<file path="config.mk">
export PLATFORM = sky130hd
export DESIGN_NAME = spi_register_access_slave_core
export DESIGN_NICKNAME = d
export VERILOG_FILES = /design/src/hdl/spira_pkg.sv /design/src/hdl/spira_engine.sv /design/src/hdl/spi_register_access_slave_core.sv
export SDC_FILE = /design/constraint.sdc
export NUM_CORES = 1
export LEC_CHECK = 0
export ABC_AREA = 1
export BUFFER_PORTS_ARGS = -buffer_cell sky130_fd_sc_hd__clkbuf_2
export CAP_MARGIN = 25
export CORE_AREA = 2 2 155 157
export CTS_CLUSTER_SIZE = 30
export DETAILED_ROUTE_END_ITERATION = 7
export DIE_AREA = 0 0 157 159
export PLACE_DENSITY = 0.62
export SLEW_MARGIN = 20
export SYNTH_ARGS = -nofsm -noshare
export SYNTH_HDL_FRONTEND = slang
export SYNTH_SLANG_ARGS = --single-unit
</file>
<file path="constraint.sdc">
create_clock -name clk -period 3.65 [get_ports clk]
set_clock_uncertainty 0.05 [all_clocks]
set_input_delay 0.73 -clock clk [delete_from_list [all_inputs] [get_ports clk]]
set_output_delay 0.73 -clock clk [all_outputs]
set_load 0.005 [all_outputs]
</file>
<file path="src/hdl/spira_pkg.sv">
`timescale 1ns / 1ps
// ----------------------------------------------------------------------------
// spira_pkg: shared types and constants of the spi register access slave
// Item kinds, protocol phases, the result record and the field widths.
// ----------------------------------------------------------------------------
package spira_pkg;

	// fixed field widths of the stream items
	localparam int ADDR_W   = 15;
	localparam int WORD_W   = 16;
	localparam int PAD_W    = 4;
	localparam int KIND_W   = 2;
	localparam int IN_W     = 32;
	localparam int OUT_W    = 88;
	localparam int CFG_IDX_W = 1;

	// register reset values
	localparam logic [ADDR_W-1:0] PAD_START_RESET = 15'h0110;
	localparam logic [PAD_W-1:0]  PAD_COUNT_RESET = 4'd5;

	// bit 15 of the address word marks a read
	localparam int READ_FLAG_BIT = 15;

	// configuration register indexes
	localparam logic [CFG_IDX_W-1:0] CFG_PAD_START = 1'b0;
	localparam logic [CFG_IDX_W-1:0] CFG_PAD_COUNT = 1'b1;

	// what an input item stands for
	typedef enum logic [KIND_W-1:0] {
		KIND_RX      = 2'd0,
		KIND_SLOT    = 2'd1,
		KIND_RELEASE = 2'd2
	} kind_t;

	// protocol phase of the current operation
	typedef enum logic [1:0] {
		PH_ADDR  = 2'd0,
		PH_WRITE = 2'd1,
		PH_READ  = 2'd2
	} phase_t;

	// one result item
	typedef struct packed {
		logic              end_valid;
		logic              start_is_read;
		logic [ADDR_W-1:0] start_address;
		logic              start_valid;
		logic [ADDR_W-1:0] read_address;
		logic              read_valid;
		logic [WORD_W-1:0] write_data;
		logic [ADDR_W-1:0] write_address;
		logic              write_valid;
		logic [WORD_W-1:0] tx_word;
		logic              tx_valid;
	} result_t;

endpackage

</file>
<file path="src/hdl/spira_engine.sv">
`timescale 1ns / 1ps
// ----------------------------------------------------------------------------
// spira_engine: protocol state and per-item decode
// Holds phase, pad counters and pointers; builds the result for one item.
// ----------------------------------------------------------------------------
module spira_engine #(
	parameter int ADDRESS_BITS = 15
) (
	input  logic                             clk,
	input  logic                             arst_n,
	input  logic                             fire,
	input  spira_pkg::kind_t                 kind,
	input  logic [spira_pkg::WORD_W-1:0]     rx_word,
	input  logic [spira_pkg::WORD_W-1:0]     read_data,
	input  logic [spira_pkg::ADDR_W-1:0]     pad_start_address,
	input  logic [spira_pkg::PAD_W-1:0]      pad_word_count,
	output spira_pkg::result_t               result
);

	spira_pkg::phase_t            phase_q, phase_d;
	logic [spira_pkg::PAD_W-1:0]  rx_pad_q, rx_pad_d;
	logic [spira_pkg::PAD_W-1:0]  tx_pad_q, tx_pad_d;
	logic [ADDRESS_BITS-1:0]      wr_ptr_q, wr_ptr_d;
	logic [ADDRESS_BITS-1:0]      rd_ptr_q, rd_ptr_d;
	logic [ADDRESS_BITS-1:0]      addr;
	logic                         pad_hit;
	logic                         in_op;

	// address field of a received word and pad decision
	assign addr    = rx_word[ADDRESS_BITS-1:0];
	assign pad_hit = spira_pkg::ADDR_W'(addr) >= pad_start_address;
	assign in_op   = (phase_q == spira_pkg::PH_WRITE) || (phase_q == spira_pkg::PH_READ);

	// next state
	always_comb begin
		phase_d  = phase_q;
		rx_pad_d = rx_pad_q;
		tx_pad_d = tx_pad_q;
		wr_ptr_d = wr_ptr_q;
		rd_ptr_d = rd_ptr_q;
		case (kind)
			spira_pkg::KIND_RX: begin
				if (phase_q == spira_pkg::PH_WRITE) begin
					if (rx_pad_q != '0) begin
						rx_pad_d = rx_pad_q - 1'b1;
					end else begin
						wr_ptr_d = wr_ptr_q + 1'b1;
					end
				end else if (phase_q != spira_pkg::PH_READ) begin
					if (pad_hit) begin
						rx_pad_d = pad_word_count;
						tx_pad_d = (pad_word_count != '0) ? pad_word_count - 1'b1 : '0;
					end
					wr_ptr_d = addr;
					rd_ptr_d = addr;
					phase_d  = rx_word[spira_pkg::READ_FLAG_BIT] ? spira_pkg::PH_READ
					                                             : spira_pkg::PH_WRITE;
				end
			end
			spira_pkg::KIND_SLOT: begin
				if (in_op) begin
					if (tx_pad_q != '0) begin
						tx_pad_d = tx_pad_q - 1'b1;
					end else begin
						rd_ptr_d = rd_ptr_q + 1'b1;
					end
				end
			end
			spira_pkg::KIND_RELEASE: begin
				phase_d  = spira_pkg::PH_ADDR;
				rx_pad_d = '0;
				tx_pad_d = '0;
				wr_ptr_d = '0;
				rd_ptr_d = '0;
			end
			default: begin
			end
		endcase
	end

	// result of the item
	always_comb begin
		result = '0;
		case (kind)
			spira_pkg::KIND_RX: begin
				if (phase_q == spira_pkg::PH_WRITE) begin
					if (rx_pad_q == '0) begin
						result.write_valid   = 1'b1;
						result.write_address = spira_pkg::ADDR_W'(wr_ptr_q);
						result.write_data    = rx_word;
					end
				end else if (phase_q != spira_pkg::PH_READ) begin
					result.start_valid   = 1'b1;
					result.start_address = spira_pkg::ADDR_W'(addr);
					result.start_is_read = rx_word[spira_pkg::READ_FLAG_BIT];
				end
			end
			spira_pkg::KIND_SLOT: begin
				result.tx_valid = 1'b1;
				if (in_op) begin
					if (tx_pad_q != '0) begin
						result.tx_word = spira_pkg::WORD_W'(tx_pad_q);
					end else begin
						result.tx_word      = read_data;
						result.read_valid   = 1'b1;
						result.read_address = spira_pkg::ADDR_W'(rd_ptr_q);
					end
				end
			end
			spira_pkg::KIND_RELEASE: begin
				result.end_valid = 1'b1;
			end
			default: begin
			end
		endcase
	end

	// state registers
	always_ff @(posedge clk or negedge arst_n) begin
		if (!arst_n) begin
			phase_q  <= spira_pkg::PH_ADDR;
			rx_pad_q <= '0;
			tx_pad_q <= '0;
			wr_ptr_q <= '0;
			rd_ptr_q <= '0;
		end else if (fire) begin
			phase_q  <= phase_d;
			rx_pad_q <= rx_pad_d;
			tx_pad_q <= tx_pad_d;
			wr_ptr_q <= wr_ptr_d;
			rd_ptr_q <= rd_ptr_d;
		end
	end

endmodule

</file>
<file path="src/hdl/spi_register_access_slave_core.sv">
`timescale 1ns / 1ps
// ----------------------------------------------------------------------------
// spi_register_access_slave_core: word-level spi slave for register access
// Decodes address, pad, write and read words of a 16-bit spi register link.
//
// channel  direction  payload
// s_*      in         tuser: kind[1:0]; tdata: rx_word[15:0], read_data[31:16]
// m_*      out        tdata: result record, see port comment
// cfg_*    in         cfg_index 0 pad_start_address, 1 pad_word_count
//
// one item per cycle while m_tready is high; input stage, then result stage
// the protocol state advances in the result stage, one step per item
// reset clears phase, pad counters and pointers; registers return to 272 and 5
// m_tready low holds the result; s_tready drops only when both stages are full
// ----------------------------------------------------------------------------
module spi_register_access_slave_core #(
	parameter int ADDRESS_BITS = 15
) (
	input  logic                                clk,
	input  logic                                arst_n,
	input  logic                                s_tvalid,
	output logic                                s_tready,
	// rx_word[15:0], read_data[31:16]
	input  logic [spira_pkg::IN_W-1:0]          s_tdata,
	// kind[1:0]
	input  logic [spira_pkg::KIND_W-1:0]        s_tuser,
	output logic                                m_tvalid,
	input  logic                                m_tready,
	// tx_valid[0], tx_word[16:1], write_valid[17], write_address[32:18],
	// write_data[48:33], read_valid[49], read_address[64:50], start_valid[65],
	// start_address[80:66], start_is_read[81], end_valid[82], zero[87:83]
	output logic [spira_pkg::OUT_W-1:0]         m_tdata,
	input  logic                                cfg_valid,
	output logic                                cfg_ready,
	input  logic [spira_pkg::CFG_IDX_W-1:0]     cfg_index,
	input  logic [spira_pkg::ADDR_W-1:0]        cfg_data
);

	logic                          valid_s1;
	spira_pkg::kind_t              kind_s1;
	logic [spira_pkg::WORD_W-1:0]  rx_word_s1;
	logic [spira_pkg::WORD_W-1:0]  read_data_s1;
	logic                          valid_s2;
	spira_pkg::result_t            result_s2;
	spira_pkg::result_t            result;
	logic [spira_pkg::ADDR_W-1:0]  pad_start_q;
	logic [spira_pkg::PAD_W-1:0]   pad_count_q;
	logic                          advance;
	logic                          fire;

	// handshake
	assign advance   = !valid_s2 || m_tready;
	assign fire      = valid_s1 && advance;
	assign s_tready  = !valid_s1 || advance;
	assign cfg_ready = 1'b1;

	// configuration registers
	always_ff @(posedge clk or negedge arst_n) begin
		if (!arst_n) begin
			pad_start_q <= spira_pkg::PAD_START_RESET;
			pad_count_q <= spira_pkg::PAD_COUNT_RESET;
		end else if (cfg_valid) begin
			case (cfg_index)
				spira_pkg::CFG_PAD_START: pad_start_q <= cfg_data;
				spira_pkg::CFG_PAD_COUNT: pad_count_q <= cfg_data[spira_pkg::PAD_W-1:0];
				default: begin
				end
			endcase
		end
	end

	// input stage
	always_ff @(posedge clk or negedge arst_n) begin
		if (!arst_n) begin
			valid_s1 <= 1'b0;
		end else if (s_tready) begin
			valid_s1 <= s_tvalid;
		end
	end

	always_ff @(posedge clk) begin
		if (s_tready && s_tvalid) begin
			kind_s1      <= spira_pkg::kind_t'(s_tuser);
			rx_word_s1   <= s_tdata[spira_pkg::WORD_W-1:0];
			read_data_s1 <= s_tdata[spira_pkg::IN_W-1:spira_pkg::WORD_W];
		end
	end

	// protocol decode
	spira_engine #(
		.ADDRESS_BITS(ADDRESS_BITS)
	) u_engine (
		.clk              (clk),
		.arst_n           (arst_n),
		.fire             (fire),
		.kind             (kind_s1),
		.rx_word          (rx_word_s1),
		.read_data        (read_data_s1),
		.pad_start_address(pad_start_q),
		.pad_word_count   (pad_count_q),
		.result           (result)
	);

	// result stage
	always_ff @(posedge clk or negedge arst_n) begin
		if (!arst_n) begin
			valid_s2 <= 1'b0;
		end else if (advance) begin
			valid_s2 <= valid_s1;
		end
	end

	always_ff @(posedge clk) begin
		if (fire) begin
			result_s2 <= result;
		end
	end

	assign m_tvalid = valid_s2;
	assign m_tdata  = {5'b0, result_s2};

	// a result carries at most one kind of event
	assert property (@(posedge clk) disable iff (!arst_n)
		valid_s2 |-> $onehot0({result_s2.tx_valid, result_s2.write_valid,
			result_s2.start_valid, result_s2.end_valid}))
		else $error("result carries more than one event");

	// a release item yields an end result in the next cycle
	assert property (@(posedge clk) disable iff (!arst_n)
		fire && (kind_s1 == spira_pkg::KIND_RELEASE) |=> valid_s2 && result_s2.end_valid)
		else $error("release item did not produce end result");

	// a read is only reported with a transmit word
	assert property (@(posedge clk) disable iff (!arst_n)
		valid_s2 && result_s2.read_valid |-> result_s2.tx_valid)
		else $error("read reported without transmit slot");

	// both stages full and output stalled blocks new input
	assert property (@(posedge clk) disable iff (!arst_n)
		valid_s1 && valid_s2 && !m_tready |-> !s_tready)
		else $error("input accepted while pipeline full");

endmodule
</file>
-- Word level (Yosys, flattened, before mapping)
Cells that the tools add are included.
- bits of input ports: 55
- output and inout port bits: 91
- flip-flop bits (word level): 178
- word-level logic and storage cells: 107
- equal/unequal tests: 15
- magnitude comparators: 1
- reductions and logical operators: 27
- bitwise logic cells: 5
- mux-type cells: 30
- add/sub/neg operators: 5
- operator list (cell ; number):
    15-bit 2-to-1 mux ; 6
    15-bit case mux with 3 select lines ; 1
    4-bit 2-to-1 mux ; 11
    15-bit by 1-bit adder with 15-bit output (second input constant) ; 2
    15-bit case mux with 2 select lines ; 1
    15-bit >= comparator ; 1
    4-bit case mux with 3 select lines ; 1
    4-bit nonzero test ; 3
    4-bit by 1-bit subtractor with 4-bit output (second input constant) ; 3
    2-bit by 1-bit inequality test with 1-bit output (second input constant) ; 4
    4-bit case mux with 2 select lines ; 1
    2-bit AND reduction ; 4
    4-bit AND reduction ; 2
    7-bit AND reduction ; 1
    2-bit 2-to-1 mux ; 3
    2-bit inequality test (second input constant) ; 3
    3-bit by 1-bit inequality test with 1-bit output (second input constant) ; 2
    3-bit inequality test (second input constant) ; 2
    6-bit AND reduction ; 1
    3-bit OR reduction ; 2
    1-bit 2-to-1 mux ; 5
    1-bit NOT ; 5
    5-bit AND reduction ; 1
    2-bit by 1-bit == test with 1-bit output (second input constant) ; 2
    11 further kinds ; 16

-- Depth between registers and ports, before layout
- depth after elaboration: 6
- mapped depth: 12
- gate-level depth less buffers: 12

-- By module
Synthesis repeated with hierarchy kept, for this count alone.
- cell total of the unflattened synthesis: 810
- area, all modules: 8176.6 µm²
- by module, submodules not included (module ; sequential area each (µm²) ; area each (µm²) ; cells each ; times used):
    spi_register_access_slave_core ; 4043.9 ; 4421.7 ; 220 ; 1
    spira_engine ; 1001.0 ; 3754.9 ; 590 ; 1

-- Least setup slack after synthesis
OpenSTA, ideal clock, no wires.
- path kind: input -> register
- start point: input port m_tready
- end point: register u_engine.wr_ptr_q[5]
- cell stages on the path: 9
- path slack: 104 ps
- buffers on the path: 1
- required time: 3520 ps
- setup time: 80 ps
- data arrival time: 3416 ps
- cells stage by stage: inv_1 > nand2_1 > nand2_1 > inv_1 > nand4_4 > nor2_2 > buf_4 > o211ai_1 > o21ai_1
- longest elaborated chain between the ends: 3
- RTL lines (element ; RTL line ; RTL):
    start: declaration ; spi_register_access_slave_core.sv:28 ; input logic m_tready,
    1-bit logical OR ; spi_register_access_slave_core.sv:52 ; assign advance = !valid_s2 || m_tready;
    1-bit logical AND ; spi_register_access_slave_core.sv:53 ; assign fire = valid_s1 && advance;
    via fire ; spi_register_access_slave_core.sv:49 ; logic fire;
    4-bit AND reduction (no source line) ; - ;
    end signal: assignment ; spira_engine.sv:130 ; wr_ptr_q <= wr_ptr_d;
    end: declaration ; spira_engine.sv:23 ; logic [ADDRESS_BITS-1:0] wr_ptr_q, wr_ptr_d;
The timed path passes the listed nets, and every way through them passes these cells.
A chain may end at the register's enable or synchronous reset.

-- Worst setup path in the final report
- start point: register u_engine.phase_q[1]
- end point: register u_engine.wr_ptr_q[8]
- longest elaborated chain between the ends: 3
- elaborated cells between the ends (all ways): 7
- classes of those cells: eq/ne (4); mux (2); reduce/logical (1)
- RTL lines (element ; RTL line ; RTL):
    start: declaration ; spira_engine.sv:20 ; spira_pkg::phase_t phase_q, phase_d;
    start signal: assignment ; spira_engine.sv:121 ; phase_q <= spira_pkg::PH_ADDR;
    start signal: assignment ; spira_engine.sv:127 ; phase_q <= phase_d;
    2-bit by 1-bit == test with 1-bit output / 2-bit inequality test (equally long branches) ; spira_engine.sv:43, spira_engine.sv:49 ;
    3-bit inequality test (no source line) (tied with other cells) ; - ;
    4-bit AND reduction (no source line) / 15-bit case mux with 2 select lines (equally long branches) ; - ;
Parallel ways exist; a longest one is shown, timed or not.

==> out/results.tsv <==
stage	metric	value	unit
outcome	status	finished clean	
floorplanning	die_w	157	um
cts	post_cts_buffers	0	
drt	dr.pass1.iters	5	
critical_path	path_max_fanout	25	
drt	dr_total_vias	5957	
logic_synthesis	synth-warning-count	0	
cts	cts_root_buffer	clkbuf_16	
critical_path	worstSetupStartpoint	u_engine.phase_q[1]	
logic_synthesis	ys_types	41	
pwr	power_leakage	4.40	nW
cts	cts_sinks	178	
timing	finalHoldViolCount	0	
logic_synthesis	yosysSeqAreaShare	62.5	%
drt	ant_nets	0	
drt	drt_wl_total	19100	um
critical_path	required	3.95	ns
timing	fmax	0.406	GHz
floorplanning	core	0.0232	sq mm
critical_path	end_kind	flip-flop	
cts	post_cts_resize_count	0	
cts	clock_path_buffers	2	
global_routing	grt_pass1_wl	30500	um
timing	drv_slew	0	
logic_synthesis	synthTopCellsByArea	edfxtp_1 44%, dfrtp_1 18%, nand2_1 5.9%, nor2_1 5.7%, inv_1 5.2%	
global_routing	grt_pass1_vias	5754	
cells_and_area	final_nets	1032	
logic_synthesis	ys.flop_type	edfxtp_1	
critical_path	r2r-start	u_engine.phase_q[1]	
timing	finalSetupViolCount	0	
drt	drt-wirelength-per-cell	14.9	um
cts	clk_latency	0.43	ns
pwr	power_density	648	mW/mm^2
place	gp_congestion	0.921	
logic_synthesis	avgSynthCellArea	10.0	sq um
logic_synthesis	synth_top_area_share	43.5	%
timing	worst_slack	1.19	ns
flow_run	max-cap-violations	0	
floorplanning	start_util	34.8	%
critical_path	rrSetupSlack	1.19	ns
floorplanning	dieHeight	159	um
logic_synthesis	yosysTopAreaCell	edfxtp_1	
critical_path	critPathArrivalTime	2.77	ns
logic_synthesis	synthCells	806	
critical_path	r2r_end	u_engine.wr_ptr_q[8]	
drt	drcViolationCount	0	
place	dp_hpwl	14200	um
global_routing	grtUsageTotal	15.9	%
global_routing	antenna_found_initial	1	
timing	maxSlewHeadroom	40.8	%
cts	clk_pin_slew	0.07	ns
timing	finalHoldWorstSlack	0.118	ns
timing	fin_tns_setup	0	ns
logic_synthesis	synth_edf_count	117	
logic_synthesis	syn_area	0.00808	sq mm
place	place_ws	1.17	ns
pwr	ir_drop	0.299	mV
cts	numCtsBuffers	17	
pwr	power.total	6.31	mW
floorplanning	rows	56	
timing	period_share	67.4	%
timing	rsz0062_at_grt	false	
cts	cts_tree	done	
cells_and_area	area_delta_synth_final	20.6	%
hold_path	hp-class	input port to async pin	
cts	cts_max_level	4	
drt	drt_iter0_markers	403	
place	io_buffers	139	
cts	hold_buffers	0	
drt	viasPerCell	4.64	
global_routing	grt_overflow	0	
cells_and_area	drive_above_1_share	21.0	%
logic_synthesis	async_flop_share	34.3	%
timing	min_period	2.46	ns
critical_path	rr_worst_depth	9	
critical_path	start_kind	flip-flop	
floorplanning	io_pins	146	
global_routing	grt_max_degree	44	
timing	worst_pin_slew	0.885	ns
critical_path	path_class	flip-flop to flip-flop	
floorplanning	dieArea	0.0250	sq mm
logic_synthesis	ys_ff_latch	178	
area by class of cell:
type / count / area, sq um
diodes: 1 / 2.50
inverters: 118 / 447
repair buffers: 147 / 756
fillers: 2292 / 13500
clock buffers: 17 / 425
multi-input cells: 488 / 2460
well taps: 319 / 399
clock inverters: 15 / 203
flip-flops and latches: 178 / 5040
cells in the mapped netlist (2+ instances only):
cell      count
a31oi_1       3
dfstp_2       4
conb_1        2
a21oi_1      35
a211oi_1      4
buf_2        12
nand2_1     128
edfxtp_1    117
nand3_1      55
ha_1         27
buf_4         7
nand4_1       6
nor3_1       13
nor2_2        5
inv_1       111
o22ai_1       8
nor2_1      123
inv_2         5
o211ai_1      5
dfrtp_1      57
nand3_2       2
a22oi_1       6
xor2_1        3
clkbuf_1      7
o21ai_1       4
o21ai_0      42
placed cells by master, fill, tap and decap left out, types with 5 or more instances in the layout:
master | synthesis | final
inv_2 | 5 | 5
conb_1 | 2 | 6
nand2_1 | 128 | 128
nor2_2 | 5 | 5
ha_1 | 27 | 27
nor3_1 | 13 | 13
o22ai_1 | 8 | 8
a22oi_1 | 6 | 6
nand4_1 | 6 | 6
o21ai_0 | 42 | 42
o211ai_1 | 5 | 5
edfxtp_1 | 117 | 117
inv_1 | 111 | 110
a21oi_1 | 35 | 35
clkbuf_16 | 0 | 17
dfrtp_1 | 57 | 57
buf_4 | 7 | 8
clkbuf_2 | 0 | 139
nor2_1 | 123 | 123
nand3_1 | 55 | 55
worst max-delay path: stages, from the launching register on:
cell     delay (ns)
dfrtp_1        0.39
inv_1          0.08
ha_1           0.33
buf_4          0.35
inv_4          0.12
nand3_2        0.11
nand4_4        0.16
nor2_2         0.45
o21ai_0        0.15
o21ai_0        0.18
how the worst max path moves through the flow:
stage | to | slack [ns] | depth (start not counted)
floorplan | u_engine.wr_ptr_q[5] | 0.10 | 9
global placement | u_engine.rx_pad_q[2] | 1.21 | 11
detailed placement | u_engine.rx_pad_q[2] | 1.17 | 11
CTS | u_engine.wr_ptr_q[8] | 1.23 | 9
global route | m_tdata[29] | 1.01 | 8
finish | u_engine.wr_ptr_q[8] | 1.19 | 9
through the flow:
step	instance area [sq um]	instances	util [%]
2_1_floorplan	8090	810	-
3_3_place_gp	9110	1250	39.3
3_5_place_dp	9110	1250	39.3
4_1_cts	9740	1282	42.0
5_1_grt	9740	1283	42.0
6_report	9740	1283	42.0
layer usage:
metal  GRT usage (%)  vias up  part of all wire [%]
li1                -     2964                     -
met1            20.8     2781                    44
met2            25.7      187                    48
met3            3.57       25                   5.7
met4            6.01        0                   2.3
met5               0        -                     0
state kept, by name (all words and copies together), names as in the netlist:
| register | cells |
|---|---|
| kind_s1 | 2 |
| m_tdata | 83 |
| m_tvalid | 1 |
| pad_count_q | 4 |
| pad_start_q | 15 |
| read_data_s1 | 16 |
| rx_word_s1 | 16 |
| u_engine.phase_q | 2 |
| u_engine.rd_ptr_q | 15 |
| u_engine.rx_pad_q | 4 |
| u_engine.tx_pad_q | 4 |
| u_engine.wr_ptr_q | 15 |
| valid_s1 | 1 |
where the power goes:
part	switching (mW)	leakage (nW)	total, mW	internal [mW]
clock network	0.802	0.300	1.96	1.15
logic	0.980	2.20	1.48	0.500
registers	0.271	1.90	2.88	2.60
cells by family after synthesis:
| logic type | after synthesis | share of synthesized area [%] |
|---|---|---|
| simple gates | 337 | 17.6 |
| buf+inv | 144 | 7.23 |
| fa+ha+maj | 27 | 4.18 |
| compound gates | 115 | 8.10 |
| flops | 178 | 62.5 |
| other cells | 2 | 0.0930 |
| xor+xnor | 3 | 0.325 |
Power figures use the tool's default switching activity.
